$ cat src/design/fsc_pkg.sv
// Shared types, constants and arithmetic helpers of the fisheye source-coordinate unit.
// Used by every cell module, the top level and the checker.
package fsc_pkg;

   localparam int FRAC_BITS    = 16;
   localparam int MAX_DIM      = 4096;
   localparam int DIM_W        = 13;
   localparam int CRD_W        = 12;
   localparam int STR_W        = 15;
   localparam int STRENGTH_MAX = 24575;

   localparam int OFS_W  = 15;
   localparam int SQR_W  = 27;
   localparam int SUM_W  = SQR_W + 1;
   localparam int M_W    = 2 * DIM_W;
   localparam int NDIV   = 2 * FRAC_BITS;
   localparam int QUO_W  = NDIV;
   localparam int NSQ    = QUO_W / 2;
   localparam int RES_W  = QUO_W + 2;
   localparam int RN_W   = NSQ;
   localparam int PROD_W = STR_W + RN_W;
   localparam int ANG_W  = 34;
   localparam int NCOR   = 30;
   localparam int SIN_W  = 31;
   localparam int DEN_W  = 33;
   localparam int NUM_W  = RN_W + SIN_W;
   localparam int NQ     = FRAC_BITS + 2;
   localparam int QW     = DEN_W + NQ;
   localparam int SC_W   = NQ;
   localparam int PX_W   = OFS_W + SC_W + 1;
   localparam int FIN_W  = 36;

   localparam logic [DIM_W-1:0] WIDTH_RESET    = DIM_W'(640);
   localparam logic [DIM_W-1:0] HEIGHT_RESET   = DIM_W'(480);
   localparam logic [STR_W-1:0] STRENGTH_RESET = STR_W'(16384);

   localparam logic [31:0]            PI_Q30      = 32'd3373259426;
   localparam logic [31:0]            HALF_PI_Q30 = 32'd1686629713;
   localparam logic signed [ANG_W-1:0] GAIN_Q30   = 34'sh026DD3B6A;
   localparam logic [SC_W-1:0]         SCALE_MAX  = SC_W'(2 << FRAC_BITS);

   localparam logic [31:0] ATAN_Q30 [NCOR] = '{
      32'h3243F6A8, 32'h1DAC6705, 32'h0FADBAFC, 32'h07F56EA6, 32'h03FEAB76, 32'h01FFD55B,
      32'h00FFFAAA, 32'h007FFF55, 32'h003FFFEA, 32'h001FFFFD, 32'h000FFFFF, 32'h0007FFFF,
      32'h0003FFFF, 32'h0001FFFF, 32'h0000FFFF, 32'h00007FFF, 32'h00003FFF, 32'h00001FFF,
      32'h00000FFF, 32'h000007FF, 32'h000003FF, 32'h000001FF, 32'h000000FF, 32'h0000007F,
      32'h0000003F, 32'h0000001F, 32'h0000000F, 32'h00000008, 32'h00000004, 32'h00000002
   };

   typedef enum logic [1:0] {
      CSR_WIDTH,
      CSR_HEIGHT,
      CSR_STRENGTH
   } csr_index_type;

   typedef struct packed {
      logic                    vld;
      logic                    nz;
      logic                    sat;
      logic [DIM_W-1:0]        w;
      logic [DIM_W-1:0]        h;
      logic signed [OFS_W-1:0] dx2;
      logic signed [OFS_W-1:0] dy2;
      logic [STR_W-1:0]        s;
      logic [RN_W-1:0]         rn;
   } tag_type;

   typedef struct packed {
      logic signed [ANG_W-1:0] x;
      logic signed [ANG_W-1:0] y;
      logic signed [ANG_W-1:0] z;
   } rot_type;

   // Angles above a quarter turn are mirrored so the rotation converges.
   function automatic rot_type cordic_init(logic [31:0] a);
      rot_type r;
      r.x = GAIN_Q30;
      r.y = '0;
      if (a > HALF_PI_Q30) begin
         r.z = $signed({2'b00, PI_Q30 - a});
      end else begin
         r.z = $signed({2'b00, a});
      end
      return r;
   endfunction

   function automatic rot_type cordic_step(rot_type r, int step);
      rot_type                 o;
      logic signed [ANG_W-1:0] a;
      a = $signed({2'b00, ATAN_Q30[step]});
      if (!r.z[ANG_W-1]) begin
         o.x = r.x - (r.y >>> step);
         o.y = r.y + (r.x >>> step);
         o.z = r.z - a;
      end else begin
         o.x = r.x + (r.y >>> step);
         o.y = r.y - (r.x >>> step);
         o.z = r.z + a;
      end
      return o;
   endfunction

endpackage

$ cat src/design/fsc_div_cell.sv
// One restoring-division step that forms a bit of the normalized squared radius.
// Depends on fsc_pkg.
module fsc_div_cell
   import fsc_pkg::*;
(
   input  logic             clock,
   input  logic             reset,
   input  logic             adv,
   input  tag_type          tag_i,
   input  logic [M_W-1:0]   m_i,
   input  logic [M_W-1:0]   rem_i,
   input  logic [QUO_W-1:0] quo_i,
   output tag_type          tag_o,
   output logic [M_W-1:0]   m_o,
   output logic [M_W-1:0]   rem_o,
   output logic [QUO_W-1:0] quo_o
);

   tag_type          tag_ff;
   logic [M_W-1:0]   m_ff;
   logic [M_W-1:0]   rem_ff;
   logic [M_W-1:0]   rem_in;
   logic [QUO_W-1:0] quo_ff;
   logic [QUO_W-1:0] quo_in;
   logic [M_W:0]     sh;
   logic [M_W:0]     diff;
   logic             ge;

   assign sh     = {rem_i, 1'b0};
   assign diff   = sh - {1'b0, m_i};
   assign ge     = sh >= {1'b0, m_i};
   assign rem_in = ge ? diff[M_W-1:0] : sh[M_W-1:0];
   assign quo_in = {quo_i[QUO_W-2:0], ge};

   always_ff @(posedge clock) begin
      if (reset) begin
         tag_ff <= '0;
      end else if (adv) begin
         tag_ff <= tag_i;
      end
   end

   always_ff @(posedge clock) begin
      if (adv) begin
         m_ff   <= m_i;
         rem_ff <= rem_in;
         quo_ff <= quo_in;
      end
   end

   assign tag_o = tag_ff;
   assign m_o   = m_ff;
   assign rem_o = rem_ff;
   assign quo_o = quo_ff;

endmodule

$ cat config.mk
export PLATFORM = sky130hd
export DESIGN_NAME = fsc_div_cell
export DESIGN_NICKNAME = d
export VERILOG_FILES = /design/src/design/fsc_pkg.sv /design/src/design/fsc_div_cell.sv
export SDC_FILE = /design/constraint.sdc
export NUM_CORES = 1
export LEC_CHECK = 0
export BUFFER_PORTS_ARGS = -buffer_cell sky130_fd_sc_hd__buf_2
export CORE_UTILIZATION = 25
export CTS_CLUSTER_SIZE = 28
export DETAILED_ROUTE_END_ITERATION = 10
export PLACE_DENSITY = 0.61
export SYNTH_ARGS = -nofsm -noshare
export SYNTH_HDL_FRONTEND = slang
export SYNTH_SLANG_ARGS = --single-unit
$ cat constraint.sdc
create_clock -name clock -period 3.1 [get_ports clock]
set_clock_uncertainty 0.15 [all_clocks]
set_input_delay 0.31 -clock clock [delete_from_list [all_inputs] [get_ports clock]]
set_output_delay 0.31 -clock clock [all_outputs]
set_load 0.02 [all_outputs]
### After elaboration in Yosys (flattened, before gate mapping)

Index checks and enable logic that the tools add are counted.

* add/subtract/negate cells: 1
* $lt $le $gt $ge: 1
* multiplexer cells: 1

Operators by type and width (count)
* 27-bit by 26-bit >= comparator with 1-bit output: 1
* 26-bit 2-to-1 mux: 1
* 26-bit subtractor: 1

* register bits after elaboration: 174
* output and inout port bits: 174
* word-level logic and storage cells: 16

### Depth between registers and ports, before layout

* word-level depth: 2
* depth in mapped cells: 13
* gate-level depth less buffers: 10

### Least setup slack after synthesis

Ideal clock, no wire load.

* kind: input -> register
* start point: input port m_i[0]
* end point: register rem_ff[24] (netlist: rem_o[24]), data pin
* setup time: 260 ps
* data arrival time: 2663 ps
* required time: 2690 ps
* setup slack: 27 ps
* cell stages on the path: 10
* path through: inv_1 -> fa_1 -> a211oi_1 -> nor2_1 -> o22a_1 -> a311o_1 -> a211o_1 -> o31ai_2 -> xnor2_1 -> mux2_2

* word-level cells in the longest chain between the ends: 2

RTL lines
* start, declared: RTL line fsc_div_cell.sv:10 `input logic [M_W-1:0] m_i,`
* 26-bit subtractor or 27-bit by 26-bit >= comparator with 1-bit output (tied branches): RTL line fsc_div_cell.sv:30, fsc_div_cell.sv:31
* 26-bit 2-to-1 mux (*): RTL line fsc_div_cell.sv:32 `assign rem_in = ge ? diff[M_W-1:0] : sh[M_W-1:0];`
* via rem_in[24]: RTL line fsc_div_cell.sv:22 `logic [M_W-1:0] rem_in;`
* end signal, assigned: RTL line fsc_div_cell.sv:46 `rem_ff <= rem_in;`
* end, declared: RTL line fsc_div_cell.sv:21 `logic [M_W-1:0] rem_ff;`

The timed path passes the listed nets; every way through them passes the cells marked *.
A chain may end at the register's enable or synchronous reset.

### Worst setup path in the final report

* start point: input port m_i[4]
* end point: register rem_ff[24] (netlist: rem_o[24]), data pin

The elaborated chain is that of the path after synthesis.

==> metrics.txt <==
grt ovf=0; top-count cell post-synth=nor2_1; Psw=1.85 mW; P_int=4.37 mW; top cell type's share of synthesized area=0.342; worst path required time=3.14 ns; CP max-delay cell=dlygate4sd3_1; Final TNS setup=0 ns; Setup CP Type=primary input to flip-flop; final setup margin=0.0607 ns; Post-Syn Nets=853; first-pass GRT wire length=37100 µm; final slew viol count=0; Detailed Routing Iterations Pass 1=4; synthesized area=0.00737 mm²; vias in the first global route=6954; met1 WL=9810 µm; drt drc=0; Avg WL per Cell=15.5 µm; Syn. warnings=0; Final Core Density=0.418; hpwl dp=17200 µm; num rows=62; HP Class=primary input to flip-flop; Clk pwr share=0.341; core footprint=0.0289 mm²; leading area contributor after synthesis=edfxtp_1; P&R area growth vs syn=63.7%; Power Dens Cells=515 mW/mm²; initial antenna violation count=6; GRT Total Usage=0.158; TritonCTS clock tree=built; latest clock arrival within the worst-skew pair=0.42 ns; port buffer count=349; combinational fraction of design power=0.226; status=completed; Cell variety after synth=51; clock sinks=174; Crit. End Element=flip-flop; number of synthesized flops with an enable pin=84; top_reg_cell synth=dfxtp_1; Total Routed Length=24500 µm; CP max FO=4; Slew headroom=0.376; met3 WL=1890 µm; FFs w/ async S/R, synth=0; met2 wire length=12300 µm; top cells by area, synth=edfxtp_1 34%, dfxtp_1 24%, mux2i_1 12%, nor2_1 5.4%, ha_1 4.4%; pre-CTS setup slack=-0.236 ns; Seq cells post-synth=174; switching share of power=0.298; CTS buffer count=17; H-tree depth=4; top cells by count, synth=107 x nor2_1, 91 x mux2i_1, 90 x dfxtp_1; Final Hold Vio Count=0; initial drt markers=275; Final Critical Period=3.04 ns; Clock transition at path regs=0.08 ns; Worst path max stage delay=0.56 ns; Startpoint Class=primary input; Antenna Violating Nets Remaining=0; Die Width=174 µm; syn avg cell area=11.4 µm²; Die Height=174 µm; Flop pwr share=0.433; total power=6.22 mW; layout cell share with drive strength beyond 1=0.378; total number of vias=6844; Synth Instances=649; I/O Pins=351; Max clock buf depth=2; highest metal layer with signal wires=met5; initial cell density of the core=0.256; VDD IR-drop max=281 µV; largest net degree at the start of global routing=91; Worst-Margin Slew=0.936 ns; WP data arrival=3.08 ns; sequential fraction of the synthesis area=0.586; root buf cell=clkbuf_16; placer congestion estimate=0.847; Max Cap Violations=0; final net count=1386; Tcrit/Tclk final=0.980; final setup vio count=0; via/cell ratio=4.33; WHS=0.0211 ns; fmax=329 MHz; total die area=0.0302 mm²; CP Cell Sequence=dlygate4sd3_1 -> buf_2 -> inv_1 -> ha_4 -> a2111o_1 -> o22a_1 -> a311o_1 -> a211o_1 -> o31ai_2 -> xnor2_1 -> mux2_2; Pleak=5.70 nW
[worst max-delay path: cells and delay by family]
family / cells / cell delay, ns
adder cells (fa/ha/maj): 1 / 0.17
buffers and inverters: 3 / 0.80
XOR/XNOR: 1 / 0.09
multiplexers: 1 / 0.26
AO/OA/AOI/OAI: 5 / 1.46
[area by class of cell]
type | instances | area [µm²]
fillers | 2755 | 16800
flip-flops and latches | 174 | 4320
clock buffers | 19 | 454
well taps | 384 | 480
multi-input cells | 411 | 2940
diodes | 2 | 5.00
clock inverters | 13 | 118
inverters | 33 | 124
repair buffers | 545 | 3630
[stage by stage]
stage	area [µm²]	instances
after global routing	12100	1579
after CTS	11900	1575
final	12100	1581
after detailed placement	9880	1397
after global placement	9880	1397
after floorplan	7370	649
[sequential cells by signal (all words and copies together) (netlist names)]
register	flops
rem_o	26
quo_o	32
tag_o	90
m_o	26
[routing by layer]
layer,track usage,up-vias
met1,0.174,3176
li1,-,3356
met3,0.0535,29
met4,0.0526,8
met2,0.283,275
met5,0,-
[cell usage in the layout (no fill, tap or decap), drive strengths merged, types with 2 or more instances in the layout]
cell type,netlist,layout
buf,12,398
dlygate4sd3,0,147
nor2,107,107
mux2i,91,91
dfxtp,90,90
edfxtp,84,84
inv,33,43
nand2,40,40
o21ai,35,35
ha,26,26
clkbuf,19,19
a21oi,19,19
xnor2,13,13
xor2,8,8
nor2b,7,7
nand4,5,5
a21o,5,5
nand3,4,4
and3,4,4
nand3b,3,3
a211oi,3,3
a311oi,3,3
mux2,3,3
diode,0,2
o211ai,2,2
nor3,2,2
and2,2,2
or4,2,2
o21a,2,2
nand2b,2,2
nor3b,2,2
o21bai,2,2
clkinv,0,2
a31oi,2,2
a41oi,2,2
a221oi,2,2
o31ai,2,2
[worst paths after layout]
| path | start | endpoint | slack (ns) | cells past startpoint |
|---|---|---|---|---|
| setup / recovery | m_i[4] | rem_o[24] | 0.06 | 11 |
| setup reg to reg | tag_o[36] | tag_o[36] | 2.22 | 2 |
| hold reg to reg | tag_o[19] | tag_o[19] | 0.34 | 2 |
| hold / removal | tag_i[57] | tag_o[57] | 0.02 | 3 |
[kinds of logic after synthesis]
kind of cell,Yosys count,synth area share
AOI/OAI and AO/OA,87,0.0748
xor gates and xnor gates,21,0.0249
adders and majority gates,27,0.0468
buffers and inverters,64,0.0339
DFF,174,0.586
muxes,94,0.128
and+or+nand+nor,182,0.105
[power by group through the flow]
| stage | logic [mW] | registers (mW) | clock network [mW] |
|---|---|---|---|
| final | 1.40 | 2.69 | 2.12 |
| after global routing | 1.51 | 2.71 | 2.28 |
| after CTS | 1.37 | 2.69 | 2.20 |
| after detailed placement | 1.22 | 2.74 | 0 |
| after global placement | 1.20 | 2.73 | 0 |
| after floorplan | 0.445 | 2.97 | 0 |
[what timing repair did]
action / CTS / global route
hold endpoints to repair: 146 / 1
hold buffers: 146 / 1
setup buffers: 0 / 3
setup endpoints to repair: 0 / 22
resized for setup: 0 / 24
Note: power is estimated with default switching activity, not from simulation.
