## src/design/fsc_pkg.sv

```systemverilog
// Shared types, constants and arithmetic helpers of the fisheye source-coordinate unit.
// Used by every cell module, the top level and the checker.
package fsc_pkg;

   localparam int FRAC_BITS    = 16;
   localparam int MAX_DIM      = 4096;
   localparam int DIM_W        = 13;
   localparam int CRD_W        = 12;
   localparam int STR_W        = 15;
   localparam int STRENGTH_MAX = 24575;

   localparam int OFS_W  = 15;
   localparam int SQR_W  = 27;
   localparam int SUM_W  = SQR_W + 1;
   localparam int M_W    = 2 * DIM_W;
   localparam int NDIV   = 2 * FRAC_BITS;
   localparam int QUO_W  = NDIV;
   localparam int NSQ    = QUO_W / 2;
   localparam int RES_W  = QUO_W + 2;
   localparam int RN_W   = NSQ;
   localparam int PROD_W = STR_W + RN_W;
   localparam int ANG_W  = 34;
   localparam int NCOR   = 30;
   localparam int SIN_W  = 31;
   localparam int DEN_W  = 33;
   localparam int NUM_W  = RN_W + SIN_W;
   localparam int NQ     = FRAC_BITS + 2;
   localparam int QW     = DEN_W + NQ;
   localparam int SC_W   = NQ;
   localparam int PX_W   = OFS_W + SC_W + 1;
   localparam int FIN_W  = 36;

   localparam logic [DIM_W-1:0] WIDTH_RESET    = DIM_W'(640);
   localparam logic [DIM_W-1:0] HEIGHT_RESET   = DIM_W'(480);
   localparam logic [STR_W-1:0] STRENGTH_RESET = STR_W'(16384);

   localparam logic [31:0]            PI_Q30      = 32'd3373259426;
   localparam logic [31:0]            HALF_PI_Q30 = 32'd1686629713;
   localparam logic signed [ANG_W-1:0] GAIN_Q30   = 34'sh026DD3B6A;
   localparam logic [SC_W-1:0]         SCALE_MAX  = SC_W'(2 << FRAC_BITS);

   localparam logic [31:0] ATAN_Q30 [NCOR] = '{
      32'h3243F6A8, 32'h1DAC6705, 32'h0FADBAFC, 32'h07F56EA6, 32'h03FEAB76, 32'h01FFD55B,
      32'h00FFFAAA, 32'h007FFF55, 32'h003FFFEA, 32'h001FFFFD, 32'h000FFFFF, 32'h0007FFFF,
      32'h0003FFFF, 32'h0001FFFF, 32'h0000FFFF, 32'h00007FFF, 32'h00003FFF, 32'h00001FFF,
      32'h00000FFF, 32'h000007FF, 32'h000003FF, 32'h000001FF, 32'h000000FF, 32'h0000007F,
      32'h0000003F, 32'h0000001F, 32'h0000000F, 32'h00000008, 32'h00000004, 32'h00000002
   };

   typedef enum logic [1:0] {
      CSR_WIDTH,
      CSR_HEIGHT,
      CSR_STRENGTH
   } csr_index_type;

   typedef struct packed {
      logic                    vld;
      logic                    nz;
      logic                    sat;
      logic [DIM_W-1:0]        w;
      logic [DIM_W-1:0]        h;
      logic signed [OFS_W-1:0] dx2;
      logic signed [OFS_W-1:0] dy2;
      logic [STR_W-1:0]        s;
      logic [RN_W-1:0]         rn;
   } tag_type;

   typedef struct packed {
      logic signed [ANG_W-1:0] x;
      logic signed [ANG_W-1:0] y;
      logic signed [ANG_W-1:0] z;
   } rot_type;

   // Angles above a quarter turn are mirrored so the rotation converges.
   function automatic rot_type cordic_init(logic [31:0] a);
      rot_type r;
      r.x = GAIN_Q30;
      r.y = '0;
      if (a > HALF_PI_Q30) begin
         r.z = $signed({2'b00, PI_Q30 - a});
      end else begin
         r.z = $signed({2'b00, a});
      end
      return r;
   endfunction

   function automatic rot_type cordic_step(rot_type r, int step);
      rot_type                 o;
      logic signed [ANG_W-1:0] a;
      a = $signed({2'b00, ATAN_Q30[step]});
      if (!r.z[ANG_W-1]) begin
         o.x = r.x - (r.y >>> step);
         o.y = r.y + (r.x >>> step);
         o.z = r.z - a;
      end else begin
         o.x = r.x + (r.y >>> step);
         o.y = r.y - (r.x >>> step);
         o.z = r.z + a;
      end
      return o;
   endfunction

endpackage

```

## src/design/fsc_sqrt_cell.sv

```systemverilog
// One step of the digit-by-digit integer square root of the normalized squared radius.
// Depends on fsc_pkg.
module fsc_sqrt_cell
   import fsc_pkg::*;
#(
   parameter int STEP = 0
)
(
   input  logic             clock,
   input  logic             reset,
   input  logic             adv,
   input  tag_type          tag_i,
   input  logic [QUO_W-1:0] v_i,
   input  logic [RES_W-1:0] res_i,
   output tag_type          tag_o,
   output logic [QUO_W-1:0] v_o,
   output logic [RES_W-1:0] res_o
);

   localparam logic [RES_W-1:0] BIT = RES_W'(1) << (2 * (NSQ - 1 - STEP));

   tag_type          tag_ff;
   logic [QUO_W-1:0] v_ff;
   logic [QUO_W-1:0] v_in;
   logic [RES_W-1:0] res_ff;
   logic [RES_W-1:0] res_in;
   logic [RES_W-1:0] trial;
   logic [RES_W-1:0] diff;
   logic             ge;

   assign trial  = res_i + BIT;
   assign ge     = RES_W'(v_i) >= trial;
   assign diff   = RES_W'(v_i) - trial;
   assign v_in   = ge ? diff[QUO_W-1:0] : v_i;
   assign res_in = ge ? ((res_i >> 1) + BIT) : (res_i >> 1);

   always_ff @(posedge clock) begin
      if (reset) begin
         tag_ff <= '0;
      end else if (adv) begin
         tag_ff <= tag_i;
      end
   end

   always_ff @(posedge clock) begin
      if (adv) begin
         v_ff   <= v_in;
         res_ff <= res_in;
      end
   end

   assign tag_o = tag_ff;
   assign v_o   = v_ff;
   assign res_o = res_ff;

endmodule

```

## config.mk

```make
export PLATFORM = sky130hd
export DESIGN_NAME = fsc_sqrt_cell
export DESIGN_NICKNAME = d
export VERILOG_FILES = /design/src/design/fsc_pkg.sv /design/src/design/fsc_sqrt_cell.sv
export SDC_FILE = /design/constraint.sdc
export NUM_CORES = 1
export LEC_CHECK = 0
export BUFFER_PORTS_ARGS = -buffer_cell sky130_fd_sc_hd__buf_2
export CORE_ASPECT_RATIO = 0.6
export CORE_MARGIN = 8
export CORE_UTILIZATION = 52
export DETAILED_ROUTE_END_ITERATION = 10
export GPL_ROUTABILITY_DRIVEN = 1
export GPL_TIMING_DRIVEN = 0
export PLACE_DENSITY = 0.86
export SLEW_MARGIN = 20
export SYNTH_ARGS = -nofsm -noshare
export SYNTH_HDL_FRONTEND = slang
export SYNTH_SLANG_ARGS = --single-unit
```

## constraint.sdc

```tcl
create_clock -name clock -period 4.2 [get_ports clock]
set_input_delay 0.42 -clock clock [delete_from_list [all_inputs] [get_ports clock]]
set_output_delay 0.42 -clock clock [all_outputs]
set_load 0.02 [all_outputs]
```

* Word-level counts from Yosys, hierarchy flattened
Cells that the tools add are included.
Storage, ports and cells: bits in registers 156, input bits 159, output and inout port bits 156, logic and storage cells 18
Operators by class: $add $sub $neg 3, magnitude comparators 1, multiplexer cells 2
Operator list (number):
- 33-bit by 31-bit adder with 34-bit output, second input constant | 1
- 34-bit by 31-bit adder with 34-bit output, second input constant | 1
- 32-bit by 34-bit greater-or-equal comparator with 1-bit output | 1
- 33-bit 2-to-1 mux | 1
- 32-bit 2-to-1 mux | 1
- 32-bit subtractor | 1

* Longest topological paths before layout
word-level depth 3, gate-level depth with buffers 13, gate-level depth less buffers 12

* Worst setup path before layout
Ideal clock, no wire load.
path kind input port to flip-flop, start input v_i[0], end register v_ff[11] (netlist: v_o[11]), data pin, setup time 0.260 ns, arrival 2.660 ns, data required time 3.940 ns, setup slack 1.281 ns, stages on the path 12, path buffers 1, cells stage by stage inv_1 -> ha_1 -> inv_1 -> fa_1 -> a21oi_1 -> o211ai_1 -> a31oi_1 -> o221a_2 -> o21ba_2 -> a31oi_4 -> buf_4 -> mux2_2
On the way: longest elaborated chain between the ends 2, elaborated cells between the ends (all ways) 3, those cells by class 1 x add/sub; 1 x order compare; 1 x mux
Ends and longest elaborated chain:
- from (decl) | line fsc_sqrt_cell.sv:13 | input logic [QUO_W-1:0] v_i,
- 32-bit subtractor / 32-bit by 34-bit greater-or-equal comparator with 1-bit output (equally long branches) | line fsc_sqrt_cell.sv:33, fsc_sqrt_cell.sv:32
- 32-bit 2-to-1 mux * | line fsc_sqrt_cell.sv:34 | assign v_in = ge ? diff[QUO_W-1:0] : v_i;
- net v_in[11] | line fsc_sqrt_cell.sv:24 | logic [QUO_W-1:0] v_in;
- to (signal assigned) | line fsc_sqrt_cell.sv:47 | v_ff <= v_in;
- to (decl) | line fsc_sqrt_cell.sv:23 | logic [QUO_W-1:0] v_ff;
Mark *: on every way through the listed nets, which the timed path passes. The rest lies on a longest branch. A chain may end at the register's enable or synchronous reset.

* Worst setup path in the final report
start input v_i[0], end register v_ff[14] (netlist: v_o[14]), data pin
Same word-level chain as after synthesis.

==> flow_metrics.tcl <==
set metrics [dict create \
    insertedDiodeCount 0 \
    period_needed_ns 3.31 \
    crit_required_ns 4.36 \
    routedWlPerCell_um 18.6 \
    ys_top_cells_by_count "108 x nor2_1, 91 x mux2i_1, 90 x dfxtp_1" \
    ir_drop_v 0.000316 \
    period_share 0.789 \
    p_sw_mw 1.22 \
    endpoint_kind "register" \
    relSlewSlack 0.529 \
    clockBufferDepth 2 \
    seqPwrFrac 0.422 \
    start_util 0.535 \
    grt-ovfl-total 0 \
    crit_chain "buf_2 -> inv_1 -> ha_1 -> inv_1 -> fa_1 -> a21oi_1 -> o211ai_1 -> a31oi_1 -> o221a_2 -> o21ba_2 -> a31oi_4 -> buf_4 -> mux2_2" \
    min-delay-path-class "input pin to register" \
    cts_htree_levels 4 \
    synth.area.mux_share 0.162 \
    drcViolationCount 0 \
    synth_seq_cells 156 \
    grt_max_degree 52 \
    skew_ns 0 \
    cellLeakagePower_nw 4.81 \
    fin_tns_setup_ns 0 \
    tritoncts "built" \
    syn_avg_cell_area_um2 11.0 \
    drt-total-wl_um 22500 \
    grt_usage 0.234 \
    grt_pass1_vias 6237 \
    pin_count 315 \
    num_rows 33 \
    dpl.hpwl_um 18200 \
    clk_pin_slew_ns 0.07 \
    cts-root-buf "clkbuf_16" \
    final-setup-viol-count 0 \
    syn2layout_area_growth_pct 33.1 \
    internal_power_mw 2.91 \
    cp_max_fo 10 \
    grt_pass1_wl_um 34000 \
    nNetsFinal 1197 \
    timing.rr.start "tag_o[51]" \
    hold_end "res_o[14]" \
    cp_common_cell "inv_1" \
    vias_per_cell 5.16 \
    cts_setup_buffers 0 \
    drive_above_1_share 0.385 \
    synth_compound_gate_area_share 0.0895 \
    yosysSeqAreaShare 0.514 \
    cts_resized 0 \
    routabilityCongestion 0.971 \
    die_h_um 108 \
    r2r_end "tag_o[51]" \
    portBuffers 313 \
    synth_area_mm2 0.00735 \
    drv_slew 0 \
    antenna_found_initial 1 \
    place_ws_ns 0.565 \
    ff2ff_path_depth 2 \
    p_comb_frac 0.203 \
    synth_top_family_by_area "multiplexers" \
    yosysTopAreaCell "edfxtp_1" \
    antenna_left 0 \
    synth_fp_nets 864 \
    yosys.area_share.adder 0.0606 \
    p_clk_frac 0.376 \
    synth_edf_count 66 \
    yosysUniqueCellTypes 54 \
    outcome "finished clean" \
    tightest_slew_ns 0.706 \
    design.die.area_mm2 0.0183 \
    fp.coreArea_mm2 0.0137 \
    hold_viol_final 0 \
    async_flop_share 0 \
    drt_iter0_drc 520 \
    dominantRegCellSynth "dfxtp_1" \
    min_from "res_i[15]" \
    synth.yosys.warnings 0 \
    vias 6230 \
    synth_cells 670 \
    worst-r2r-setup-slack_ns 3.53 \
    cap_viol_max_count 0 \
    synth_area_leaders "edfxtp_1 27%, dfxtp_1 24%, mux2i_1 12%" \
    synth_top_cell_area_share 0.269 \
    cpPeakStageDelay_ns 0.56 \
    p_sw_frac 0.295 \
    cts_sinks 156 \
    drt_pass1_iterations 6 \
    clkLatencyLatePin_ns 0.40 \
    powerDensity_mw_per_mm2 421 \
    chipWidth_um 170 \
    setup_ws_ns 0.886 \
    critical_path_class "input pin to register" \
    crit_arrival_ns 3.47 \
    worstSetupStartpointType "input pin" \
    yosysMostFrequentCell "nor2_1" \
    max_clock_freq_mhz 302 \
    synth-simple-area-share 0.0982 \
    worst_path_max_delay_cell "a31oi_1" \
    hold_path_depth 1 \
    cts_buffers 17 \
    hold_buffers 0 \
    rsz0062_at_grt "no" \
    yosys.area_share.xor_xnor 0.0369 \
]
[area by class of cell]
cell class | count | area, µm²
fillers | 1071 | 3960
flip-flops and latches | 156 | 3780
multi-input cells | 446 | 3290
repair buffers | 314 | 1600
clock buffers | 19 | 454
well taps | 192 | 240
inverters | 40 | 150
clock inverters | 13 | 146
plain buffers | 28 | 131
[kinds of logic (layout without fill, tap and decap cells)]
kind of cell	count (synthesis)	count (layout)
XOR/XNOR	31	31
flip-flops	156	156
AO/OA/AOI/OAI	96	96
multiplexers	116	116
AND/OR/NAND/NOR	168	168
buffers and inverters	68	414
adder cells (fa/ha/maj)	35	35
[per-layer routing]
layer	GRT usage	routed length (µm)	up-vias
met5	0	10	-
met4	0.0610	382	2
met2	0.380	10400	267
met3	0.0648	1780	32
met1	0.306	9910	2883
li1	-	-	3046
[metrics by stage]
step | power (mW) | area (µm²) | cells | util | hold WS [ns]
final | 4.13 | 9790 | 1208 | 0.712 | 0.198
after global routing | 4.28 | 9790 | 1208 | 0.712 | 0.179
after CTS | 4.14 | 9790 | 1208 | 0.712 | 0.183
after detailed placement | 2.60 | 9190 | 1176 | 0.668 | 0.477
after global placement | 2.57 | 9160 | 1175 | 0.666 | 0.467
after floorplan | 2.29 | 7350 | 670 | - | 0.519
[power groups by stage]
stage                     registers, mW  clock network [mW]  logic [mW]
final                              1.74                1.55       0.837
after global routing               1.75                1.63       0.904
after CTS                          1.74                1.57       0.834
after detailed placement           1.77                   0       0.830
after global placement             1.77                   0       0.804
after floorplan                    1.92                   0       0.373
[how the worst max path moves through the flow]
stage | start | to | slack (ns)
floorplan | v_i[0] | v_o[11] | 1.28
global placement | v_i[0] | v_o[21] | 0.59
detailed placement | v_i[0] | v_o[14] | 0.56
CTS | v_i[0] | v_o[7] | 0.98
global route | v_i[0] | v_o[24] | 0.73
finish | v_i[0] | v_o[14] | 0.89
[critical path, delay by kind of cell]
family	cells	cell delay [ns]
AOI/OAI and AO/OA	6	1.73
adders and majority gates	2	0.57
buffers and inverters	4	0.43
muxes	1	0.30
[sequential cells by signal (all words and copies together) (netlist names)]
name and cells:
res_o 34, v_o 32, tag_o 90
[cell usage in the layout, fill, tap and decap left out, types with 18 or more instances in the layout]
cell type / n
xnor2_1: 19
edfxtp_1: 66
buf_2: 315
a21oi_1: 29
inv_1: 39
ha_1: 34
dfxtp_1: 90
mux2_2: 25
mux2i_1: 91
nand2_1: 23
o21ai_0: 21
clkbuf_16: 18
nor2_1: 108
Power figures use the tool's default switching activity.
