**config.mk**
```make
export PLATFORM = sky130hd
export DESIGN_NAME = fsc_qdiv_cell
export DESIGN_NICKNAME = d
export VERILOG_FILES = /design/src/design/fsc_pkg.sv /design/src/design/fsc_qdiv_cell.sv
export SDC_FILE = /design/constraint.sdc
export NUM_CORES = 1
export LEC_CHECK = 0
export BUFFER_PORTS_ARGS = -buffer_cell sky130_fd_sc_hd__buf_4
export CORE_MARGIN = 1.5
export CORE_UTILIZATION = 31
export CTS_BUF_LIST = sky130_fd_sc_hd__clkbuf_2 sky130_fd_sc_hd__clkbuf_4 sky130_fd_sc_hd__clkbuf_8
export CTS_CLUSTER_SIZE = 8
export DETAILED_ROUTE_END_ITERATION = 6
export GPL_ROUTABILITY_DRIVEN = 0
export REMOVE_ABC_BUFFERS = 1
export SKIP_LAST_GASP = 1
export SLEW_MARGIN = 25
export SYNTH_ARGS = -nofsm -noshare
export SYNTH_HDL_FRONTEND = slang
export SYNTH_SLANG_ARGS = --single-unit
```
**constraint.sdc**
```tcl
create_clock -name clock -period 3 [get_ports clock]
set_input_delay 0 -clock clock [delete_from_list [all_inputs] [get_ports clock]]
set_output_delay 0 -clock clock [all_outputs]
set_load 0.005 [all_outputs]
```
**src/design/fsc_pkg.sv**
```systemverilog
// Shared types, constants and arithmetic helpers of the fisheye source-coordinate unit.
// Used by every cell module, the top level and the checker.
package fsc_pkg;

   localparam int FRAC_BITS    = 16;
   localparam int MAX_DIM      = 4096;
   localparam int DIM_W        = 13;
   localparam int CRD_W        = 12;
   localparam int STR_W        = 15;
   localparam int STRENGTH_MAX = 24575;

   localparam int OFS_W  = 15;
   localparam int SQR_W  = 27;
   localparam int SUM_W  = SQR_W + 1;
   localparam int M_W    = 2 * DIM_W;
   localparam int NDIV   = 2 * FRAC_BITS;
   localparam int QUO_W  = NDIV;
   localparam int NSQ    = QUO_W / 2;
   localparam int RES_W  = QUO_W + 2;
   localparam int RN_W   = NSQ;
   localparam int PROD_W = STR_W + RN_W;
   localparam int ANG_W  = 34;
   localparam int NCOR   = 30;
   localparam int SIN_W  = 31;
   localparam int DEN_W  = 33;
   localparam int NUM_W  = RN_W + SIN_W;
   localparam int NQ     = FRAC_BITS + 2;
   localparam int QW     = DEN_W + NQ;
   localparam int SC_W   = NQ;
   localparam int PX_W   = OFS_W + SC_W + 1;
   localparam int FIN_W  = 36;

   localparam logic [DIM_W-1:0] WIDTH_RESET    = DIM_W'(640);
   localparam logic [DIM_W-1:0] HEIGHT_RESET   = DIM_W'(480);
   localparam logic [STR_W-1:0] STRENGTH_RESET = STR_W'(16384);

   localparam logic [31:0]            PI_Q30      = 32'd3373259426;
   localparam logic [31:0]            HALF_PI_Q30 = 32'd1686629713;
   localparam logic signed [ANG_W-1:0] GAIN_Q30   = 34'sh026DD3B6A;
   localparam logic [SC_W-1:0]         SCALE_MAX  = SC_W'(2 << FRAC_BITS);

   localparam logic [31:0] ATAN_Q30 [NCOR] = '{
      32'h3243F6A8, 32'h1DAC6705, 32'h0FADBAFC, 32'h07F56EA6, 32'h03FEAB76, 32'h01FFD55B,
      32'h00FFFAAA, 32'h007FFF55, 32'h003FFFEA, 32'h001FFFFD, 32'h000FFFFF, 32'h0007FFFF,
      32'h0003FFFF, 32'h0001FFFF, 32'h0000FFFF, 32'h00007FFF, 32'h00003FFF, 32'h00001FFF,
      32'h00000FFF, 32'h000007FF, 32'h000003FF, 32'h000001FF, 32'h000000FF, 32'h0000007F,
      32'h0000003F, 32'h0000001F, 32'h0000000F, 32'h00000008, 32'h00000004, 32'h00000002
   };

   typedef enum logic [1:0] {
      CSR_WIDTH,
      CSR_HEIGHT,
      CSR_STRENGTH
   } csr_index_type;

   typedef struct packed {
      logic                    vld;
      logic                    nz;
      logic                    sat;
      logic [DIM_W-1:0]        w;
      logic [DIM_W-1:0]        h;
      logic signed [OFS_W-1:0] dx2;
      logic signed [OFS_W-1:0] dy2;
      logic [STR_W-1:0]        s;
      logic [RN_W-1:0]         rn;
   } tag_type;

   typedef struct packed {
      logic signed [ANG_W-1:0] x;
      logic signed [ANG_W-1:0] y;
      logic signed [ANG_W-1:0] z;
   } rot_type;

   // Angles above a quarter turn are mirrored so the rotation converges.
   function automatic rot_type cordic_init(logic [31:0] a);
      rot_type r;
      r.x = GAIN_Q30;
      r.y = '0;
      if (a > HALF_PI_Q30) begin
         r.z = $signed({2'b00, PI_Q30 - a});
      end else begin
         r.z = $signed({2'b00, a});
      end
      return r;
   endfunction

   function automatic rot_type cordic_step(rot_type r, int step);
      rot_type                 o;
      logic signed [ANG_W-1:0] a;
      a = $signed({2'b00, ATAN_Q30[step]});
      if (!r.z[ANG_W-1]) begin
         o.x = r.x - (r.y >>> step);
         o.y = r.y + (r.x >>> step);
         o.z = r.z - a;
      end else begin
         o.x = r.x + (r.y >>> step);
         o.y = r.y - (r.x >>> step);
         o.z = r.z + a;
      end
      return o;
   endfunction

endpackage

```
**src/design/fsc_qdiv_cell.sv**
```systemverilog
// One restoring-division step of the radial scale factor, most significant bit first.
// Depends on fsc_pkg.
module fsc_qdiv_cell
   import fsc_pkg::*;
#(
   parameter int STEP = 0
)
(
   input  logic             clock,
   input  logic             reset,
   input  logic             adv,
   input  tag_type          tag_i,
   input  logic [NUM_W-1:0] rem_i,
   input  logic [DEN_W-1:0] d_i,
   input  logic [NQ-1:0]    q_i,
   output tag_type          tag_o,
   output logic [NUM_W-1:0] rem_o,
   output logic [DEN_W-1:0] d_o,
   output logic [NQ-1:0]    q_o
);

   localparam int SH = NQ - 1 - STEP;

   tag_type          tag_ff;
   logic [NUM_W-1:0] rem_ff;
   logic [NUM_W-1:0] rem_in;
   logic [DEN_W-1:0] d_ff;
   logic [NQ-1:0]    q_ff;
   logic [NQ-1:0]    q_in;
   logic [QW-1:0]    dsh;
   logic [QW-1:0]    diff;
   logic             ge;

   assign dsh    = QW'(d_i) << SH;
   assign ge     = QW'(rem_i) >= dsh;
   assign diff   = QW'(rem_i) - dsh;
   assign rem_in = ge ? diff[NUM_W-1:0] : rem_i;
   assign q_in   = {q_i[NQ-2:0], ge};

   always_ff @(posedge clock) begin
      if (reset) begin
         tag_ff <= '0;
      end else if (adv) begin
         tag_ff <= tag_i;
      end
   end

   always_ff @(posedge clock) begin
      if (adv) begin
         rem_ff <= rem_in;
         d_ff   <= d_i;
         q_ff   <= q_in;
      end
   end

   assign tag_o = tag_ff;
   assign rem_o = rem_ff;
   assign d_o   = d_ff;
   assign q_o   = q_ff;

endmodule

```
**After elaboration in Yosys (flattened, before gate mapping)**

Index checks and enable logic that the tools add are counted.

- Register bits: 188
- Output and inout port bits: 188

- Add/subtract/negate cells: 1
- $lt $le $gt $ge: 1
- Mux-type cells: 1

Operator list:

| operator | count |
|---|---|
| $ge A47 B50 Y1 | 1 |
| $mux W47 | 1 |
| $sub A47 B47 Y47 | 1 |

**Logic depth before layout (Yosys ltp)**

- Depth after elaboration: 2
- Gate-level depth with buffers: 12

**Worst setup path after synthesis**

OpenSTA, ideal clock, no wires.

- Path kind: input-to-reg
- From: input d_i[12]
- To: register rem_ff[39] (netlist: rem_o[39]), data pin
- Required time: 2.740 ns
- Slack: 0.460 ns
- Buffers on the path: 2
- Library setup time: 0.260 ns
- Stages: 12
- Arrival: 2.280 ns
- Path through: inv_1 > ha_1 > clkbuf_1 > nand4_1 > or3b_1 > a211oi_2 > nor4_2 > nor3_4 > o21ai_2 > a21oi_4 > buf_6 > mux2_2

- Longest elaborated chain between the ends: 2
- Elaborated cells on any way between the ends: 3
- Those cells by class: 1 x add/sub; 1 x order compare; 1 x mux

RTL lines:

| what | RTL line | text |
|---|---|---|
| from (decl) | fsc_qdiv_cell.sv:14 | `input logic [DEN_W-1:0] d_i,` |
| $ge A47 B50 Y1 | fsc_qdiv_cell.sv:35 | `assign ge = QW'(rem_i) >= dsh;` |
| named net ge | fsc_qdiv_cell.sv:32 | `logic ge;` |
| $mux W47 | fsc_qdiv_cell.sv:37 | `assign rem_in = ge ? diff[NUM_W-1:0] : rem_i;` |
| named net rem_in[39] | fsc_qdiv_cell.sv:26 | `logic [NUM_W-1:0] rem_in;` |
| to (signal assigned) | fsc_qdiv_cell.sv:50 | `rem_ff <= rem_in;` |
| to (decl) | fsc_qdiv_cell.sv:25 | `logic [NUM_W-1:0] rem_ff;` |

The timed path passes the listed nets, and every way through them passes these cells.
A chain may end at the register's enable or synchronous reset.

**Worst setup path after layout**

- From: input d_i[8]
- To: register rem_ff[39] (netlist: rem_o[39]), data pin

- Longest elaborated chain between the ends: 2
- Elaborated cells on any way between the ends: 3
- Those cells by class: 1 x add/sub; 1 x order compare; 1 x mux

RTL lines:

| what | RTL line |
|---|---|
| $sub A47 B47 Y47 / $ge A47 B50 Y1 (equally long branches) | fsc_qdiv_cell.sv:36, fsc_qdiv_cell.sv:35 |
| $mux W47 * | fsc_qdiv_cell.sv:37 |
| named net rem_in[39] | fsc_qdiv_cell.sv:26 |

Mark *: on every way through the listed nets, which the timed path passes. The rest lies on a longest branch.

==> metrics.md <==
| Metric | Value |
|---|---|
| Setup violators final | 0 |
| Fmax achieved | 338.1 MHz |
| Worst r2r path cells | 2 |
| Initial DRC count | 339 |
| Fin nets | 1467 |
| Worst-path clk slew | 110 ps |
| Io pins | 379 |
| Tot GR Track Use | 18.55% |
| EDFF count, synth | 98 |
| LEAKAGE | 6.322 nW |
| Vias in the first global route | 7215 |
| Final worst path period share | 98.59% |
| Largest net degree at the start of global routing | 91 |
| CP required | 3230 ps |
| Yosys warns | 0 |
| IO buf count | 377 |
| H-Tree Depth | 4 |
| Initial Util | 31.43% |
| # rows | 59 |
| Combinational power share | 22.7% |
| WL final | 26710 microns |
| Final hold viol count | 0 |
| Cts bufs inserted | 17 |
| Die H | 165.3 microns |
| Wire length per cell | 16.77 microns |
| Post-Place Cells | 1367 |
| Max Clock Skew | 0 ps |
| Yosys reg bits | 188 |
| Max Cap Viol | 0 |
| Status | finished clean |
| Hold Crit Class | input port to flop |
| DRC violations left | 0 |
| Worst R2R Setup Slack | 2280 ps |
| Synth Flop Type | edfxtp_1 |
| Clock Power Share | 28.4% |
| Avg Cell Area, Syn | 12.12 sq um |
| Worst EP arrival | 3190 ps |
| Reg power frac | 48.9% |
| Critical Path Start Type | input port |
| Clock latency on the worst-skew pair | 460 ps |
| Vias per cell | 4.529 |
| CP Capture Type | flop |
| Yosys cell types | 59 |
| CTS root buffer | clkbuf_8 |
| CTS max path bufs | 2 |
| Final min period | 2958 ps |
| Setup TNS | 0 ps |
| PD cells | 438.0 nW/um^2 |
| Most common cell after layout, fill and taps aside | buf_4 |
| Area Growth Syn to Fin | 69.96% |
| Synthesized area | 8167 sq um |
| Total number of vias | 7215 |
| Cells after Synth | 674 |
| Die ar. | 27330 sq um |
| Slew Limit Fails | 0 |
| Max FO, Critical Path | 8 |
| Synth top area share | 36.03% |
| Gr ovfl total | 0 |
| 1st-pass router iterations | 4 |
| Hpwl dp | 18810 microns |
| Antenna cells | 0 |
| First-pass GRT wire length | 38620 microns |
| # clock sinks | 188 |
| Slew @ Worst Pin | 979.6 ps |
| Fin cells | 1593 |
| Core Area | 25980 sq um |
| Synth async-reset ratio | 0% |
| CTS tree | yes |
| Share of cells above drive strength 1 | 37.92% |
| Net Sw Power | 1.736 mW |
| Die X | 165.3 microns |
| Sequential share of the synthesized area | 58.10% |
| VDD IR max | 0.2579 mV |
| Pint | 4.343 mW |
| Leading area contributor after synthesis | edfxtp_1 |
| Sw frac | 28.56% |
| Setup CP Type | input port to flop |
| Max_slew headroom | 34.69% |
| Commonest non-fill, non-tap cells in the layout | 383 x buf_4, 187 x dlygate4sd3_1, 107 x nor2_1 |
| Hold path depth | 3 |
| Ranking of synthesized cells by area | edfxtp_1 36%, dfxtp_1 22%, mux2i_1 11% |
| Routed Antenna Nets | 0 |
| Initial antenna violation count | 1 |
-- power by group through the flow --
stage	sequential, mW	combinational (mW)	clock, mW
detailed placement	3.03	1.15	0
global route	2.99	1.50	1.86
floorplan	3.04	0.427	0
CTS	2.97	1.35	1.78
finish	2.97	1.38	1.73
global placement	3.02	1.14	0
-- registers in the layout, indices dropped and copies added (netlist names) --
signal and count:
tag_o 90, rem_o 47, d_o 33, q_o 18
-- repair_timing --
item | in CTS | in global routing
setup endpoints to repair | 0 | 28
hold buffers | 187 | 0
hold endpoints to repair | 187 | 0
gates resized for setup | 0 | 27
buffers inserted | 0 | 6
-- kinds of logic (layout without fill, tap and decap cells) --
| family | count (synthesis) | after routing | synth area share, % |
|---|---|---|---|
| AOI/OAI and AO/OA | 81 | 81 | 6.757 |
| adders and majority gates | 31 | 31 | 4.841 |
| and+or+nand+nor | 168 | 168 | 9.453 |
| xor gates and xnor gates | 24 | 24 | 2.574 |
| buffers and inverters | 62 | 646 | 3.141 |
| DFF | 188 | 188 | 58.10 |
| muxes | 120 | 120 | 15.14 |
-- routing by layer --
metal / wire length (microns) / vias up / global-route usage (%)
li1: - / 3562 / -
met1: 10840 / 3353 / 21.39
met5: 12 / - / 0
met4: 446 / 2 / 5.925
met2: 13480 / 273 / 33.55
met3: 1928 / 25 / 4.545
-- cells in the mapped netlist, types with 2 or more instances --
cell      instances
nor2_1          107
edfxtp_1         98
mux2i_1          92
dfxtp_1          90
inv_1            35
ha_1             30
mux2_2           26
a21oi_1          24
clkbuf_1         17
xnor2_1          15
a21o_1           12
o21ai_0          12
nand2_1          11
xor2_1            9
buf_1             6
nand3_1           6
nand4_1           6
nor3_1            6
nor4_1            5
o211ai_1          5
nand2b_1          4
nor2b_1           4
a211oi_1          3
and2_1            3
and3_1            3
buf_6             3
or2_2             3
a211o_1           2
a31oi_1           2
mux2_1            2
nand3b_1          2
o21bai_1          2
o311ai_0          2
o41ai_1           2
-- worst paths after layout --
path,from,end
hold / removal,d_i[1],rem_o[18]$_DFFE_PP_
setup reg to reg,tag_o[42]$_SDFFE_PP0P_,tag_o[42]$_SDFFE_PP0P_
hold reg to reg,tag_o[48]$_SDFFE_PP0P_,tag_o[48]$_SDFFE_PP0P_
setup / recovery,d_i[8],rem_o[39]$_DFFE_PP_
-- metrics by stage --
stage / hold slack (ps) / utilization (%) / total power, mW / cell area (sq um) / setup slack, ps
floorplan: 72.38 / - / 3.470 / 8041 / 139.6
global placement: 178.3 / 43.90 / 4.159 / 11410 / 86.79
detailed placement: 179.3 / 43.90 / 4.172 / 11410 / -7.245
CTS: 3.773 / 52.60 / 6.101 / 13670 / 32.47
global route: 10.92 / 53.41 / 6.361 / 13880 / -40.92
finish: 27.64 / 53.41 / 6.079 / 13880 / 42.28
-- worst max-delay path, stage by stage --
cell           delay, ps
dlygate4sd3_1        550
buf_4                120
inv_1                 60
ha_4                 300
and4_4               240
or3b_4               390
a211oi_4             290
nor4_4               100
nor3_4               180
o21ai_2               90
a21oi_4              240
buf_6                140
clkbuf_16            140
mux2_2               340
-- final cells by class --
class / instances / area, sq um
clock buffers: 18 / 241.5
clock inverters: 14 / 145.1
fillers: 2244 / 12110
inverters: 35 / 131.4
multi-input cells: 424 / 3284
flip-flops and latches: 188 / 4745
well taps: 335 / 419.2
repair buffers: 579 / 4913
Note: power is estimated with default switching activity, not from simulation.
