--- src/design/fsc_pkg.sv ---
// Shared types, constants and arithmetic helpers of the fisheye source-coordinate unit.
// Used by every cell module, the top level and the checker.
package fsc_pkg;

   localparam int FRAC_BITS    = 16;
   localparam int MAX_DIM      = 4096;
   localparam int DIM_W        = 13;
   localparam int CRD_W        = 12;
   localparam int STR_W        = 15;
   localparam int STRENGTH_MAX = 24575;

   localparam int OFS_W  = 15;
   localparam int SQR_W  = 27;
   localparam int SUM_W  = SQR_W + 1;
   localparam int M_W    = 2 * DIM_W;
   localparam int NDIV   = 2 * FRAC_BITS;
   localparam int QUO_W  = NDIV;
   localparam int NSQ    = QUO_W / 2;
   localparam int RES_W  = QUO_W + 2;
   localparam int RN_W   = NSQ;
   localparam int PROD_W = STR_W + RN_W;
   localparam int ANG_W  = 34;
   localparam int NCOR   = 30;
   localparam int SIN_W  = 31;
   localparam int DEN_W  = 33;
   localparam int NUM_W  = RN_W + SIN_W;
   localparam int NQ     = FRAC_BITS + 2;
   localparam int QW     = DEN_W + NQ;
   localparam int SC_W   = NQ;
   localparam int PX_W   = OFS_W + SC_W + 1;
   localparam int FIN_W  = 36;

   localparam logic [DIM_W-1:0] WIDTH_RESET    = DIM_W'(640);
   localparam logic [DIM_W-1:0] HEIGHT_RESET   = DIM_W'(480);
   localparam logic [STR_W-1:0] STRENGTH_RESET = STR_W'(16384);

   localparam logic [31:0]            PI_Q30      = 32'd3373259426;
   localparam logic [31:0]            HALF_PI_Q30 = 32'd1686629713;
   localparam logic signed [ANG_W-1:0] GAIN_Q30   = 34'sh026DD3B6A;
   localparam logic [SC_W-1:0]         SCALE_MAX  = SC_W'(2 << FRAC_BITS);

   localparam logic [31:0] ATAN_Q30 [NCOR] = '{
      32'h3243F6A8, 32'h1DAC6705, 32'h0FADBAFC, 32'h07F56EA6, 32'h03FEAB76, 32'h01FFD55B,
      32'h00FFFAAA, 32'h007FFF55, 32'h003FFFEA, 32'h001FFFFD, 32'h000FFFFF, 32'h0007FFFF,
      32'h0003FFFF, 32'h0001FFFF, 32'h0000FFFF, 32'h00007FFF, 32'h00003FFF, 32'h00001FFF,
      32'h00000FFF, 32'h000007FF, 32'h000003FF, 32'h000001FF, 32'h000000FF, 32'h0000007F,
      32'h0000003F, 32'h0000001F, 32'h0000000F, 32'h00000008, 32'h00000004, 32'h00000002
   };

   typedef enum logic [1:0] {
      CSR_WIDTH,
      CSR_HEIGHT,
      CSR_STRENGTH
   } csr_index_type;

   typedef struct packed {
      logic                    vld;
      logic                    nz;
      logic                    sat;
      logic [DIM_W-1:0]        w;
      logic [DIM_W-1:0]        h;
      logic signed [OFS_W-1:0] dx2;
      logic signed [OFS_W-1:0] dy2;
      logic [STR_W-1:0]        s;
      logic [RN_W-1:0]         rn;
   } tag_type;

   typedef struct packed {
      logic signed [ANG_W-1:0] x;
      logic signed [ANG_W-1:0] y;
      logic signed [ANG_W-1:0] z;
   } rot_type;

   // Angles above a quarter turn are mirrored so the rotation converges.
   function automatic rot_type cordic_init(logic [31:0] a);
      rot_type r;
      r.x = GAIN_Q30;
      r.y = '0;
      if (a > HALF_PI_Q30) begin
         r.z = $signed({2'b00, PI_Q30 - a});
      end else begin
         r.z = $signed({2'b00, a});
      end
      return r;
   endfunction

   function automatic rot_type cordic_step(rot_type r, int step);
      rot_type                 o;
      logic signed [ANG_W-1:0] a;
      a = $signed({2'b00, ATAN_Q30[step]});
      if (!r.z[ANG_W-1]) begin
         o.x = r.x - (r.y >>> step);
         o.y = r.y + (r.x >>> step);
         o.z = r.z - a;
      end else begin
         o.x = r.x + (r.y >>> step);
         o.y = r.y - (r.x >>> step);
         o.z = r.z + a;
      end
      return o;
   endfunction

endpackage

--- src/design/fsc_cordic_cell.sv ---
// One CORDIC rotation step, applied to the strength sine and the pixel sine in parallel.
// Depends on fsc_pkg.
module fsc_cordic_cell
   import fsc_pkg::*;
#(
   parameter int STEP = 0
)
(
   input  logic        clock,
   input  logic        reset,
   input  logic        adv,
   input  tag_type     tag_i,
   input  rot_type     rot_s_i,
   input  rot_type     rot_t_i,
   input  logic [31:0] theta_i,
   output tag_type     tag_o,
   output rot_type     rot_s_o,
   output rot_type     rot_t_o,
   output logic [31:0] theta_o
);

   tag_type     tag_ff;
   rot_type     rot_s_ff;
   rot_type     rot_t_ff;
   logic [31:0] theta_ff;

   always_ff @(posedge clock) begin
      if (reset) begin
         tag_ff <= '0;
      end else if (adv) begin
         tag_ff <= tag_i;
      end
   end

   always_ff @(posedge clock) begin
      if (adv) begin
         rot_s_ff <= cordic_step(rot_s_i, STEP);
         rot_t_ff <= cordic_step(rot_t_i, STEP);
         theta_ff <= theta_i;
      end
   end

   assign tag_o   = tag_ff;
   assign rot_s_o = rot_s_ff;
   assign rot_t_o = rot_t_ff;
   assign theta_o = theta_ff;

endmodule

--- config.mk ---
export PLATFORM = sky130hd
export DESIGN_NAME = fsc_cordic_cell
export DESIGN_NICKNAME = d
export VERILOG_FILES = /design/src/design/fsc_pkg.sv /design/src/design/fsc_cordic_cell.sv
export SDC_FILE = /design/constraint.sdc
export NUM_CORES = 1
export LEC_CHECK = 0
export BUFFER_PORTS_ARGS = -buffer_cell sky130_fd_sc_hd__buf_2
export CAP_MARGIN = 20
export CORE_AREA = 2 2 252 254
export CTS_CLUSTER_DIAMETER = 60
export CTS_CLUSTER_SIZE = 28
export DETAILED_ROUTE_END_ITERATION = 10
export DIE_AREA = 0 0 254 256
export GPL_TIMING_DRIVEN = 0
export MAX_ROUTING_LAYER = met4
export PLACE_DENSITY = 0.71
export SLEW_MARGIN = 15
export SYNTH_ARGS = -nofsm -noshare
export SYNTH_HDL_FRONTEND = slang
export SYNTH_SLANG_ARGS = --single-unit
--- constraint.sdc ---
create_clock -name clock -period 4.9 [get_ports clock]
set_clock_uncertainty 0.05 [all_clocks]
set_input_delay 0.735 -clock clock [delete_from_list [all_inputs] [get_ports clock]]
set_output_delay 0.735 -clock clock [all_outputs]
set_load 0.05 [all_outputs]
**After elaboration in Yosys (flattened, before gate mapping)**

Cells that the tools add are included.

- Add/subtract/negate cells: 10
- Mux-type cells: 2

Operator list:

| kind | count |
|---|---|
| 102-bit two-way mux | 2 |
| 34-bit subtractor | 4 |
| 34-bit by 31-bit adder with 34-bit output (second input constant) | 2 |
| 34-bit adder | 2 |
| 34-bit by 31-bit subtractor with 34-bit output (second input constant) | 2 |

- Flip-flop bits (word level): 326
- Word-level logic and storage cells: 28
- Output and inout bits: 326
- Input bits: 329

**Logic depth before layout (Yosys ltp)**

Gate-level depths: netlist of the first run.

- Word-level depth: 2
- Depth in mapped cells: 14
- Gate-level depth less buffers: 12

**Worst setup path after synthesis of the first run**

Ideal clock, no wire load.

- Kind: input -> register
- Start: input port rot_t_i[33] (netlist bit)
- End: register rot_t_ff, in the netlist rot_t_o[31], data pin
- Arrival time: 3737 ps
- Library setup time: 262 ps
- Path buffers: 2
- Path slack: 851 ps
- Stages: 13
- Path through: clkbuf_1 -> clkinv_1 -> clkbuf_1 -> fa_1 -> a21oi_1 -> o211ai_1 -> a221oi_1 -> a221oi_1 -> o21ai_0 -> nand2_1 -> a21o_1 -> a211oi_1 -> xnor2_1

- Longest elaborated chain between the ends: 1

RTL lines:

| item | RTL line | text |
|---|---|---|
| start, declared | fsc_cordic_cell.sv:14 | `input rot_type rot_t_i,` |
| 102-bit two-way mux | fsc_pkg.sv:91 | `if (!r.z[ANG_W-1]) begin` |
| end signal, assigned | fsc_cordic_cell.sv:38 | `rot_t_ff <= cordic_step(rot_t_i, STEP);` |
| end, declared | fsc_cordic_cell.sv:24 | `rot_type rot_t_ff;` |

Every way passes these cells.
A chain may end at the register's enable or synchronous reset.

**Worst setup path in the final report of the first run**

Same ends and word-level chain as after synthesis.

==> flow_metrics.py, run 1 <==
metrics = {
    "finish": {
        "final-instance-count-excl-fill": 4306,
        "nets": 4004,
        "layout-drive-gt1-share_pct": 22.7,
        "syn_to_final_growth_pct": 23.3,
    },
    "place": {
        "place_inst": 4220,
        "port-buffer-count": 653,
        "gp_congestion": 1.00,
        "dp_hpwl_um": 78100,
        "dpl_worst_slack_ps": -565,
    },
    "logic_synthesis": {
        "netlist.area_leader.share_pct": 28.4,
        "seq_area_frac_synth_pct": 35.7,
        "synthCells": 2718,
        "synthArstFlopShare_pct": 0,
        "synth_most_common_cell": "nor2_1",
        "synth_area_leaders": "edfxtp_1 (28%), ha_1 (13%), dfxtp_1 (7.3%)",
        "postSynthAreaPerCell_um2": 9.10,
        "synth_commonest_cells": "nor2_1 (302), a21oi_1 (295), ha_1 (256)",
        "yosysUniqueCellTypes": 89,
        "yosysTopAreaCell": "edfxtp_1",
        "synth_edf_count": 234,
        "yosys_most_used_dff": "edfxtp_1",
        "yosys_warnings": 0,
        "syn_area_mm2": 0.0247,
        "synth_nets": 3311,
        "ys_ff_latch": 324,
    },
    "clocking": {
        "clk_latency_ps": 570,
        "cts_made_buffers": 36,
        "clock-root-buffer": "clkbuf_16",
        "clkTransAtPathRegs_ps": 80,
        "clk_path_buf_depth": 3,
        "cts.hold.buffers_added": 0,
        "cts_tree": "yes",
        "post_cts_resized": 0,
        "htreeDepth": 2,
        "cts_setup_buffers": 0,
        "clkSinkCount": 324,
    },
    "power": {
        "intPower_mw": 6.15,
        "ir_drop_mv": 0.294,
        "p_sw_share_pct": 41.9,
        "p_sw_mw": 4.43,
        "leakage_nw": 14.0,
        "p_per_area_mw_per_mm2": 347,
        "combPwrFrac_pct": 38.9,
        "p_seq_share_pct": 33.3,
        "p_clk_share_pct": 27.8,
    },
    "setup_path": {
        "critPathMaxFanout": 21,
        "path_class": "in -> reg",
        "startpoint_type": "input pin",
        "crit_required_ps": 5160,
        "endpoint_kind": "flop",
        "arrival_ps": 4860,
    },
    "routing": {
        "drt-total-wl_um": 96000,
        "drcViolationCount": 0,
        "via_count": 23820,
        "ant_nets": 0,
        "post_drt_wl_per_cell_um": 22.3,
        "drtIter0Drc": 2170,
        "viasPerCell": 5.53,
        "dr.pass1.iters": 6,
    },
    "floorplanning": {
        "start_util_pct": 39.7,
        "core-area_mm2": 0.0624,
        "dieWidth_um": 254,
        "ios": 655,
        "die_height_um": 256,
        "dieArea_mm2": 0.0650,
        "core.rowCount": 92,
    },
    "timing": {
        "rsz0062_at_grt": "false",
        "timing.final.ws_setup_ps": 303,
        "fmax_ghz": 0.218,
        "setup_tns_ps": 0,
        "period_needed_ps": 4600,
        "setup_violations": 0,
        "tightest_slew_ps": 1010,
        "holdWs_ps": 285,
        "drv_slew": 0,
        "hold_viol_final": 0,
        "maxSlewHeadroom_pct": 32.5,
        "period_share_pct": 93.8,
    },
    "global_routing": {
        "antenna_found_initial": 27,
        "grt_max_degree": 95,
        "grt_usage_pct": 29.3,
        "grt_pass1_wl_um": 141000,
        "grt_pass1_vias": 22873,
        "gr-total-overflow": 0,
    },
    "outcome": {
        "status": "finished clean",
    },
    "hold_path": {
        "hold_path_class": "in -> reg",
    },
    "job": {
        "cap_violations": 0,
    },
}
critical path, cell delays in order:
cell	delay, ps
buf_2	470
clkinv_1	390
clkbuf_2	350
buf_16	240
fa_1	400
a21oi_1	290
o211ai_1	160
a221oi_1	560
a221oi_1	210
o21ai_0	330
nand2_1	80
a21o_1	230
a211oi_1	260
xnor2_1	100
state kept, by name (all words and copies together) (netlist names):
name,count
theta_o,32
tag_o,90
rot_s_o,101
rot_t_o,101
path summary, 6_finish.rpt:
path	startpoint	to	slack, ps	cells after the start
worst min register to register	tag_o[12]$_SDFFE_PP0P_	tag_o[12]$_SDFFE_PP0P_	440	2
worst max register to register	tag_o[49]$_SDFFE_PP0P_	tag_o[49]$_SDFFE_PP0P_	4080	2
worst min-delay path	theta_i[6]	theta_o[6]$_DFFE_PP_	290	1
worst max-delay path	rot_t_i[33]	rot_t_o[31]$_DFFE_PP_	300	14
metrics by stage:
step	power, mW	instance area (um^2)	utilization (%)
5_1_grt	11.0	30500	48.9
2_1_floorplan	6.40	24700	-
3_3_place_gp	7.64	29100	46.6
3_5_place_dp	7.63	29200	46.7
6_report	10.6	30500	48.9
4_1_cts	10.6	30400	48.8
cell families after synthesis:
family,count (synthesis),share of synthesized area (%)
mux,117,4.74
fa+ha+maj,264,13.6
buf+inv,323,5.03
xor+xnor,179,6.34
compound gates,835,21.7
simple gates,676,12.9
flops,324,35.7
layout make-up:
cell class	count	area [um^2]
Inverter	206	774
Tap cell	846	1060
Clock buffer	40	990
Multi-Input combinational cell	2071	14700
Sequential cell	324	8830
Timing Repair Buffer	656	3360
Clock inverter	23	294
Buffer	116	469
Fill cell	6077	31900
Antenna cell	24	60.1
layout by cell type, fill, tap and decap left out, types with 9 or more instances in the layout:
cell	netlist	layout
buf_2	13	665
nor2_1	302	302
a21oi_1	295	295
ha_1	256	256
edfxtp_1	234	234
inv_1	191	191
o21ai_0	145	145
xnor2_1	133	133
mux2i_1	115	115
nand2_1	109	109
dfxtp_1	90	90
a21o_1	81	81
clkbuf_1	77	74
o21bai_1	52	52
nor3_1	50	50
xor2_1	46	46
nor2b_1	40	40
clkbuf_16	0	39
nand2b_1	36	36
a211oi_1	33	33
nand3_1	32	32
o21a_1	27	27
o31ai_1	26	26
diode_2	0	24
buf_1	24	24
nand4_1	24	24
o211ai_1	16	16
or3_1	16	16
a31oi_1	16	16
nor4_1	14	14
clkinv_1	12	13
or2_2	12	12
o31a_1	12	12
a221oi_1	11	11
a211o_1	9	9
power by group through the flow:
| stage | Combinational [mW] | Sequential [mW] | Clock (mW) |
|---|---|---|---|
| floorplan | 1.62 | 4.79 | 0 |
| global placement | 4.05 | 3.58 | 0 |
| detailed placement | 4.06 | 3.57 | 0 |
| CTS | 4.08 | 3.52 | 3.00 |
| global route | 4.37 | 3.55 | 3.08 |
| finish | 4.12 | 3.52 | 2.94 |
per-layer routing:
| metal | vias up | track usage [%] | share of wire (%) |
|---|---|---|---|
| met2 | 1102 | 45.7 | 46 |
| met4 | 0 | 16.4 | 6.2 |
| met1 | 11237 | 34.4 | 39 |
| li1 | 11242 | - | - |
| met5 | - | - | 0 |
| met3 | 239 | 7.02 | 8.8 |
Note: power is estimated with default switching activity, not from simulation.
==> inputs of run 2 (changes only) <==
clock period = 4.7 ns   (was 4.9 ns; I/O delays follow)
==> flow_metrics.py, run 2 (synthesis gave the netlist of run 1 again) <==
metrics = {
    "finish": {
        "multi_input_area_mm2": 0.0147,
        "postLayoutCoreUtil_pct": 48.9,
        "fin_area_mm2": 0.0305,
        "fillers": 6075,
        "final_common_cell": "buf_2",
        "seq_area_mm2": 0.00883,
        "final_cell_mix": "buf_2 (664), nor2_1 (302), a21oi_1 (295)",
        "final-instance-count-excl-fill": 4305,
        "nets": 4004,
        "syn_to_final_growth_pct": 23.3,
        "layout-drive-gt1-share_pct": 22.7,
    },
    "place": {
        "gp_congestion": 1.00,
        "port-buffer-count": 653,
        "dpl_cell_area_mm2": 0.0292,
        "dp_hpwl_um": 78100,
        "place_inst": 4220,
    },
    "power": {
        "leakage_nw": 14.0,
        "p_seq_share_pct": 33.3,
        "p_sw_mw": 4.63,
        "combPwrFrac_pct": 38.9,
        "ir_drop_mv": 0.306,
        "p_per_area_mw_per_mm2": 362,
        "p_clk_share_pct": 27.8,
        "intPower_mw": 6.41,
        "p_sw_share_pct": 41.9,
    },
    "setup_path": {
        "crit_top_cell": "a21oi_1",
        "crit_required_ps": 4950,
        "slowest_delay_ps": 500,
        "path_cells": "buf_2, clkbuf_1, inv_1, clkbuf_2, ha_1, a21o_1, a21oi_1, o21a_1, nor3_1, o21ai_0, a21oi_1, o41a_1, mux2i_1, o2111ai_1",
        "arrival_ps": 4730,
        "startpoint_type": "input pin",
        "crit_buf_inv": 4,
        "critPathMaxFanout": 25,
        "critPathTopFamily": "compound AO/OA/AOI/OAI gates",
        "endpoint_kind": "flop",
        "crit_slowest_cell": "o41a_1",
        "path_class": "in -> reg",
    },
    "global_routing": {
        "grt_pass1_wl_um": 141000,
        "gr-total-overflow": 0,
        "grt_max_degree": 95,
        "grt_pass1_vias": 22876,
        "grt_usage_pct": 29.3,
        "antenna_found_initial": 27,
    },
    "floorplanning": {
        "dieArea_mm2": 0.0650,
        "core-area_mm2": 0.0624,
        "core.rowCount": 92,
        "die_height_um": 256,
        "start_util_pct": 39.7,
        "dieWidth_um": 254,
        "ios": 655,
    },
    "timing": {
        "tightest_slew_ps": 1010,
        "setup_violations": 0,
        "period_needed_ps": 4480,
        "period_share_pct": 95.4,
        "rsz0062_at_grt": "false",
        "drv_slew": 0,
        "fmax_ghz": 0.223,
        "setup_tns_ps": 0,
        "maxSlewHeadroom_pct": 32.9,
        "hold_viol_final": 0,
    },
    "routing": {
        "drcViolationCount": 0,
        "dr.pass1.iters": 6,
        "via_count": 23772,
        "drtIter0Drc": 2227,
        "drt-total-wl_um": 96100,
        "ant_nets": 0,
        "viasPerCell": 5.52,
        "post_drt_wl_per_cell_um": 22.3,
    },
    "hold_path": {
        "hold_path_class": "in -> reg",
    },
    "clocking": {
        "clkTransAtPathRegs_ps": 80,
        "clk_latency_ps": 570,
        "clkSinkCount": 324,
        "cts_tree": "yes",
        "clock-root-buffer": "clkbuf_16",
        "cts.hold.buffers_added": 0,
        "cts_made_buffers": 36,
        "htreeDepth": 2,
        "clk_path_buf_depth": 3,
        "cts_setup_buffers": 0,
    },
    "job": {
        "cap_violations": 0,
    },
    "outcome": {
        "status": "finished clean",
    },
}
[run 2: cell count changes in the layout (fill, tap and decap cells not counted), sizes merged]
| cell | delta |
|---|---|
| buf | -1 |
| diode | -1 |
| clkbuf | +1 |
[run 2: worst reg2reg max path, stage by stage, from the launching register on]
cell	delay, ps
dfxtp_1	470
mux2i_1	110
nor2_1	120
[run 2: area by class of cell]
class | instances | share of cell area, %
sequential | 324 | 28.9
inverter | 206 | 2.54
buffer | 116 | 1.54
timing repair buffer | 656 | 11.0
multi-input combinational | 2071 | 48.1
clock buffer | 40 | 3.24
clock inverter | 23 | 0.964
tap | 846 | 3.47
antenna | 23 | 0.189
[run 2: path summary, 6_finish.rpt]
path | from | end | slack, ps | depth (start not counted)
setup / recovery | rot_s_i[33] | rot_s_o[28]$_DFFE_PP_ | 220 | 14
hold / removal | theta_i[6] | theta_o[6]$_DFFE_PP_ | 260 | 1
setup reg to reg | tag_o[49]$_SDFFE_PP0P_ | tag_o[49]$_SDFFE_PP0P_ | 3890 | 2
hold reg to reg | tag_o[11]$_SDFFE_PP0P_ | tag_o[11]$_SDFFE_PP0P_ | 440 | 2
[run 2: power by group through the flow]
stage	Clock, mW	Combinational [mW]	Sequential, mW
2_1_floorplan	0	1.69	4.99
3_3_place_gp	0	4.23	3.74
3_5_place_dp	0	4.23	3.72
4_1_cts	3.12	4.26	3.67
5_1_grt	3.22	4.55	3.70
6_report	3.07	4.30	3.67
[run 2: metal layers]
layer / vias to the layer above / global-route usage [%] / share of wire, %
li1: 11224 / - / -
met1: 11206 / 34.4 / 40
met2: 1103 / 45.7 / 46
met3: 239 / 7.02 / 8.6
met4: 0 / 16.4 / 6.2
met5: - / - / 0
[run 2: repair_timing]
action | 4_1_cts | 5_1_grt
endpoints found under the setup margin | 3 | 3
gates cloned | 0 | 0
resized for setup | 0 | 1
pin swaps | 0 | 0
[run 2: stage by stage]
step	hold slack (ps)	setup slack (ps)	power [mW]
after global routing	228	72.4	11.5
after global placement	418	-1800	7.96
after CTS	225	159	11.1
after detailed placement	426	-735	7.96
after floorplan	688	681	6.68
final	256	218	11.0
